===== src/hdl/gsme_pkg.sv =====
`timescale 1ns / 1ps
// ----------------------------------------------------------------------------
// gsme_pkg
// shared types and constants of the graph segmentation merge engine
// ----------------------------------------------------------------------------
package gsme_pkg;

  localparam int unsigned NodeW  = 16;
  localparam int unsigned Nodes  = 1 << NodeW;
  localparam int unsigned SizeW  = 17;
  localparam int unsigned ThrW   = 20;
  localparam int unsigned KW     = 19;
  localparam int unsigned WeightW = 16;
  localparam int unsigned FuncW  = 2;
  localparam int unsigned CfgW   = 19;

  localparam logic [ThrW-1:0] ThrMax = {ThrW{1'b1}};

  // function codes
  localparam logic [FuncW-1:0] FUNC_THR_MERGE   = 2'd0;
  localparam logic [FuncW-1:0] FUNC_SMALL_MERGE = 2'd1;

  // register indexes
  localparam logic CFG_K_SCALED = 1'b0;
  localparam logic CFG_SMALL_LIM = 1'b1;

  typedef logic [NodeW-1:0] node_t;
  typedef logic [SizeW-1:0] size_t;

  // one store entry
  typedef struct packed {
    node_t           parent;
    size_t           set_size;
    logic [ThrW-1:0] thr;
    logic            thr_written;
  } entry_t;

endpackage


===== src/hdl/gsme_div.sv =====
`timescale 1ns / 1ps
// ----------------------------------------------------------------------------
// gsme_div
// restoring divider, one quotient bit per cycle, for k over region size
// ----------------------------------------------------------------------------
module gsme_div (
  input  logic                    clk_i,
  input  logic                    rst_ni,
  input  logic                    start_i,
  input  logic [gsme_pkg::KW-1:0] dividend_i,
  input  gsme_pkg::size_t         divisor_i,
  output logic                    done_o,
  output logic [gsme_pkg::KW-1:0] quot_o
);
  import gsme_pkg::*;

  localparam int unsigned CntW = $clog2(KW);
  localparam logic [CntW-1:0] LastCnt = CntW'(KW - 1);

  logic            busy_q, busy_d;
  logic [CntW-1:0] cnt_q, cnt_d;
  logic [KW-1:0]   dq_q, dq_d;
  size_t           rem_q, rem_d;
  size_t           dsr_q, dsr_d;
  logic            done_q, done_d;
  logic [SizeW:0]  rem_sh;

  assign rem_sh = {rem_q, dq_q[KW-1]};

  always_comb begin
    busy_d = busy_q;
    cnt_d  = cnt_q;
    dq_d   = dq_q;
    rem_d  = rem_q;
    dsr_d  = dsr_q;
    done_d = 1'b0;
    if (start_i) begin
      busy_d = 1'b1;
      cnt_d  = '0;
      dq_d   = dividend_i;
      rem_d  = '0;
      dsr_d  = divisor_i;
    end else if (busy_q) begin
      if (rem_sh >= {1'b0, dsr_q}) begin
        rem_d = SizeW'(rem_sh - {1'b0, dsr_q});
        dq_d  = {dq_q[KW-2:0], 1'b1};
      end else begin
        rem_d = rem_sh[SizeW-1:0];
        dq_d  = {dq_q[KW-2:0], 1'b0};
      end
      cnt_d = cnt_q + 1'b1;
      if (cnt_q == LastCnt) begin
        busy_d = 1'b0;
        done_d = 1'b1;
      end
    end
  end

  always_ff @(posedge clk_i or negedge rst_ni) begin
    if (!rst_ni) begin
      busy_q <= 1'b0;
      cnt_q  <= '0;
      done_q <= 1'b0;
    end else begin
      busy_q <= busy_d;
      cnt_q  <= cnt_d;
      done_q <= done_d;
    end
  end

  always_ff @(posedge clk_i) begin
    dq_q  <= dq_d;
    rem_q <= rem_d;
    dsr_q <= dsr_d;
  end

  assign done_o = done_q;
  assign quot_o = dq_q;

endmodule


===== config.mk =====
export PLATFORM = sky130hd
export DESIGN_NAME = gsme_div
export DESIGN_NICKNAME = d
export VERILOG_FILES = /design/src/hdl/gsme_pkg.sv /design/src/hdl/gsme_div.sv
export SDC_FILE = /design/constraint.sdc
export NUM_CORES = 1
export LEC_CHECK = 0
export ABC_AREA = 1
export BUFFER_PORTS_ARGS = -buffer_cell sky130_fd_sc_hd__buf_4
export CORE_UTILIZATION = 49
export DETAILED_ROUTE_END_ITERATION = 10
export GPL_TIMING_DRIVEN = 1
export MAX_ROUTING_LAYER = met4
export PLACE_DENSITY = 0.71
export SETUP_SLACK_MARGIN = 0.02
export SLEW_MARGIN = 20
export SYNTH_ARGS = -nofsm -noshare
export SYNTH_HDL_FRONTEND = slang
export SYNTH_SLANG_ARGS = --single-unit

===== constraint.sdc =====
create_clock -name clk_i -period 2.9 [get_ports clk_i]
set_input_delay 0.435 -clock clk_i [delete_from_list [all_inputs] [get_ports clk_i]]
set_output_delay 0.435 -clock clk_i [all_outputs]
set_load 0.05 [all_outputs]

==> results of run 1 <==
-- through the flow --
step            util  total power [mW]  area [um^2]  hold WS (ns)  worst slack (ns)
6_report       0.628              3.93         4380         0.276             0.604
5_1_grt        0.628              4.26         4380         0.256             0.326
4_1_cts        0.628              3.91         4380         0.264             0.620
3_5_place_dp   0.596              3.10         4160         0.254             0.626
3_3_place_gp   0.596              3.07         4160         0.253             0.688
2_1_floorplan      -              2.66         3630         0.139             0.528
-- where the power goes --
| group | leakage (nW) | switching [mW] | internal (mW) |
|---|---|---|---|
| logic | 1.62 | 1.22 | 0.710 |
| clock network | 0.102 | 0.330 | 0.468 |
| registers | 0.606 | 0.124 | 1.08 |
| total | 2.33 | 1.67 | 2.26 |
-- layout make-up --
class	count	area [um^2]
fill	689	2600
tap	96	120
clock buffer	13	169
clock inverter	3	45.0
inverter	77	289
sequential	60	1600
timing repair buffer	63	475
multi-input combinational	340	1690
-- cell usage in the layout, fill, tap and decap left out --
master	synthesis	final
nand2_2	4	4
dfxtp_1	17	17
clkbuf_1	5	1
nand4_1	3	3
nand3b_1	14	14
buf_4	2	62
nand3_1	36	36
edfxtp_1	36	36
a31oi_1	1	1
a21oi_1	11	11
dlygate4sd3_1	0	1
nand2_1	206	206
xnor2_1	7	7
nor3_4	1	1
dfrtp_1	7	7
o21ai_1	1	1
inv_2	4	4
a21oi_2	2	2
o31ai_1	1	1
clkinvlp_4	0	2
and2_1	2	2
inv_1	70	70
fa_1	1	1
nor2_1	20	20
nor2_2	1	1
bufinv_16	0	1
ha_1	19	19
or2_1	1	1
clkbuf_8	0	12
clkinv_1	3	3
nor3_1	3	3
nand2_4	2	2
o21ai_0	4	4
-- cells by family after synthesis --
kind of cell               count (synthesis)  share of synthesized area
and+or+nand+nor                          293                      0.346
AOI/OAI and AO/OA                         20                     0.0307
adders and majority gates                 20                     0.0711
DFF                                       60                      0.440
buffers and inverters                     87                     0.0945
xor gates and xnor gates                   7                     0.0169
-- registers in the layout, summed over array words and instances, names as in the netlist --
name / flops
busy_q: 1
cnt_q: 5
done_o: 1
dsr_q: 17
quot_o: 19
rem_q: 17
-- timing repair --
action,in CTS,in global routing
buffers inserted,0,0
gates resized for setup,0,0
hold buffers,1,0
hold endpoints to repair,7,0
-- worst max-delay path by stage --
stage,to,slack [ns],start
floorplan,quot_o[0]$_DFFE_PP_,0.53,quot_o[18]$_DFFE_PP_
global placement,rem_q[15]$_SDFFE_PP0P_,0.69,quot_o[18]$_DFFE_PP_
detailed placement,rem_q[12]$_SDFFE_PP0P_,0.63,quot_o[18]$_DFFE_PP_
CTS,rem_q[12]$_SDFFE_PP0P_,0.62,quot_o[18]$_DFFE_PP_
global route,rem_q[12]$_SDFFE_PP0P_,0.33,quot_o[18]$_DFFE_PP_
finish,rem_q[12]$_SDFFE_PP0P_,0.60,quot_o[18]$_DFFE_PP_
-- critical path, cell delays in order, from the launching register on --
cell and delay, ns:
edfxtp_1 0.38, inv_1 0.09, ha_1 0.14, inv_1 0.07, fa_1 0.42, nand2_1 0.09
nand2_1 0.07, nand3b_1 0.10, nand2_2 0.08, nand2_2 0.07, nand2_2 0.07, nand2_4 0.19
nand2_4 0.17, nand2_1 0.14, nand3_1 0.08, nand2_1 0.07
-- metal layers --
metal  routed length [um]  track usage  vias up
li1                     -            -     1652
met1                 4060        0.334     1437
met2                 3690        0.385       99
met3                  519       0.0575        8
met4                   85       0.0748        0
met5                    0            -        -
==> flow_summary.ini, run 1 <==
[synth]
ys_types = 32
async_flop_share = 0.117
synthFlopType = edfxtp_1
synth.yosys.warnings = 0
synth_edf_count = 36
syn-num-nets = 546
synth_top_cell_area_share = 0.298
avgSynthCellArea_um2 = 7.45
synth_area_leaders = edfxtp_1, nand2_1, dfxtp_1
yosys_register_bits = 60
postSynthCellCount = 487
seq_area_frac_synth = 0.440
synth_top_cell_by_area = edfxtp_1
syn_area_mm2 = 0.00363
yosysMostFrequentCell = nand2_1
synth_common_cells = nand2_1, inv_1, edfxtp_1, nand3_1, nor2_1

[worst_setup_path]
r2r-start = quot_o[18]$_DFFE_PP_
start_kind = flip-flop
critPathKind = flip-flop to flip-flop
cp_max_fo = 19
r2r_end = rem_q[12]$_SDFFE_PP0P_
rr_worst_depth = 15
critPathCaptureType = flip-flop
worstPathArrival_ns = 2.57
r2r_slack_ns = 0.60
cp.required_ns = 3.18

[global_route]
antenna_found_initial = 0
grt_usage = 0.252
grt_pass1_wl_um = 14400
grt_pass1_vias = 3089
grt_max_degree = 35
gr-total-overflow = 0

[sta]
min_period_over_period = 0.792
setup_violations = 0
hold_viol_final = 0
fin_setup_tns_ns = 0
slew_viol_final = 0
grt_setup_unrepaired = false
slew_headroom = 0.486
worst_slew_pin_slew_ns = 0.771
fin_skew_ns = 0.00589
period_minus_slack_ns = 2.30
fmax_mhz = 436

[place]
hpwl_um = 6250
gp_congestion = 0.918
place_inst = 635
io_buffers = 58

[drt]
postRouteAntennaNets = 0
firstDrtPassIters = 5
totalWireLength_um = 8360
drtIter0Drc = 299
wire_per_inst_um = 12.8
drc = 0
vias_per_cell = 4.90
vias = 3196

[final_layout]
nets = 610
n_antenna_cell = 0
area_growth_pct = 20.8
layout-drive-gt1-share = 0.164
stdcell_count = 652

[cts]
insertion_delay_ns = 0.33
cts_tree = done
htreeDepth = 3
clock_tree.buffer_depth = 2
path_clk_slew_ns = 0.07
clock-sinks = 60
clockRootBuffer = clkbuf_8
numCtsBuffers = 9

[worst_hold_path]
holdPathStages = 1
hp-class = input pin to flip-flop
hold_end = dsr_q[14]$_DFFE_PP_
min-delay-start = divisor_i[14]

[die]
start_util = 0.519
fp-row-count = 30
die_y_um = 88.0
die_w_um = 88.0
dieArea_mm2 = 0.00775
coreArea_mm2 = 0.00698
ios = 59

[outcome]
status = finished, final reports clean

[power_and_ir_drop]
p_leak_nw = 2.33
cellPowerDensity_mw_per_mm2 = 897
vdd_ir_drop_max_uv = 472

[flow_run]
max_cap_violations = 0
Note: power is estimated with default switching activity, not from simulation.
==> run 2: changes to the inputs <==
==> constraint.sdc (replaced) <==
create_clock -name clk_i -period 2.3 [get_ports clk_i]
set_input_delay 0.345 -clock clk_i [delete_from_list [all_inputs] [get_ports clk_i]]
set_output_delay 0.345 -clock clk_i [all_outputs]
set_load 0.05 [all_outputs]
==> run 2 against run 1 <==
Compared with the run above:
- register-to-register slack worse by 0.52 ns
- sequential power is 27% higher
- first-iteration DRC count is 18% lower
- hold slack worse by 0.090 ns
- power is 26% higher
- final cell count is 1.1% higher
- critical path depth stayed put
- clock skew is 0.00090 ns lower
- wire length is 0.35% higher
- sequential share of layout area is 0.53 points lower
- die area stayed put
- maximum frequency is 3.6% higher
==> flow_summary.ini, run 2 (synthesis gave the netlist of run 1 again) <==
[place]
place_inst = 635
place_area_mm2 = 0.00416
hpwl_um = 6150
gp_congestion = 0.949
io_buffers = 58
dp_slack_ns = -0.0227

[final_layout]
layout-drive-gt1-share = 0.176
final_core_util = 0.637
multi_input_comb_area_mm2 = 0.00174
final_common_cell = nand2_1
area_growth_pct = 22.6
fillers = 646
largest_reg_flops = 19
final_area_mm2 = 0.00445
stdcell_count = 659
n_antenna_cell = 0
regArea_mm2 = 0.00160
layout_common_cells = nand2_1, inv_1, buf_4
nets = 617

[sta]
fin_skew_ns = 0.00499
worst_slew_pin_slew_ns = 0.751
fmax_mhz = 451
hold_viol_final = 0
period_minus_slack_ns = 2.21
finalWorstSetupSlack_ns = 0.0851
min_period_over_period = 0.963
fin_setup_tns_ns = 0
grt_setup_unrepaired = true
hold_slack_ns = 0.187
slew_viol_final = 0
slew_headroom = 0.498
setup_violations = 0

[global_route]
met3_usage = 0.0518
antenna_found_initial = 0
grt_util_met2 = 0.359
grt_max_degree = 29
grt_pass1_wl_um = 13900
gr-total-overflow = 0
grt-busiest-layer = met2
grt_pass1_vias = 3008
grt_usage = 0.245
grt_use_met1 = 0.342

[worst_hold_path]
holdPathStages = 1
hp-class = input pin to flip-flop

[cts]
clockRootBuffer = clkbuf_8
cts_tree = done
htreeDepth = 3
path_clk_slew_ns = 0.06
numCtsBuffers = 9
clock-sinks = 60
clock_tree.buffer_depth = 2
insertion_delay_ns = 0.33

[worst_setup_path]
worstPathArrival_ns = 2.44
cp.required_ns = 2.53
critPathCaptureType = flip-flop
critPathKind = flip-flop to flip-flop
rr_worst_depth = 15
start_kind = flip-flop
cp_max_fo = 5

[drt]
drtIter0Drc = 246
drc = 0
vias_per_cell = 4.97
totalWireLength_um = 8390
postRouteAntennaNets = 0
wire_per_inst_um = 12.7
firstDrtPassIters = 5
vias = 3278

[die]
fp-row-count = 30
coreArea_mm2 = 0.00698
dieArea_mm2 = 0.00775
start_util = 0.519
die_y_um = 88.0
die_w_um = 88.0
ios = 59

[power_and_ir_drop]
total_power_mw = 4.97
vdd_ir_drop_max_uv = 471
p_leak_nw = 2.36
cellPowerDensity_mw_per_mm2 = 1120

[outcome]
status = finished, final reports clean

[flow_run]
max_cap_violations = 0
run 2: changes by cell type in the layout (fill, tap and decap cells not counted), moves of 2 or more:
cell | previous run | this run
nand2_8 | 0 | 2
clkbuf_8 | 12 | 10
nand2_1 | 206 | 204
clkinv_1 | 3 | 6
clkinvlp_4 | 2 | 0
buf_4 | 62 | 67
run 2: final cells by class:
cell class,instances,area share
clock buffers,12,0.0326
clock inverters,4,0.00929
inverters,77,0.0650
multi-input cells,342,0.392
flip-flops and latches,60,0.359
well taps,96,0.0270
repair buffers,68,0.115
run 2: path summary, 6_finish.rpt:
check	start	endpoint	slack [ns]
worst max-delay path	quot_o[18]$_DFFE_PP_	rem_q[2]$_SDFFE_PP0P_	0.09
worst min-delay path	divisor_i[16]	dsr_q[16]$_DFFE_PP_	0.19
worst max register to register	quot_o[18]$_DFFE_PP_	rem_q[2]$_SDFFE_PP0P_	0.09
worst min register to register	cnt_q[4]$_DFFE_PN0P_	cnt_q[4]$_DFFE_PN0P_	0.47
max in group asynchronous	rst_ni	cnt_q[2]$_DFFE_PN0P_	1.81
min in group asynchronous	rst_ni	cnt_q[1]$_DFFE_PN0P_	0.36
run 2: layer usage:
layer,up-vias,wire (um)
met1,1493,4010
li1,1670,-
met2,106,3700
met5,-,0
met3,9,575
met4,0,103
run 2: where the power goes:
group	internal (mW)	switching, mW	total (mW)	leakage [nW]
Sequential	1.36	0.162	1.52	0.606
Clock	0.520	0.391	0.911	0.0931
Combinational	0.943	1.59	2.53	1.66
run 2: critical path: stages, from the launching register on:
cell	delay, ns
edfxtp_1	0.40
inv_2	0.08
ha_1	0.15
inv_1	0.08
fa_2	0.39
nand2_1	0.08
nand2_1	0.07
nand3b_1	0.11
nand2_2	0.09
nand2_2	0.11
nand2_4	0.12
nand2_8	0.11
buf_4	0.12
nand3b_1	0.08
nand3_1	0.08
nand2_1	0.05
run 2: what timing repair did:
action	in CTS	in global routing
hold endpoints to repair	7	0
resized for setup	1	6
pin swaps	1	1
buffers inserted	2	3
cloned	0	2
hold buffers	1	0
endpoints found under the setup margin	17	17
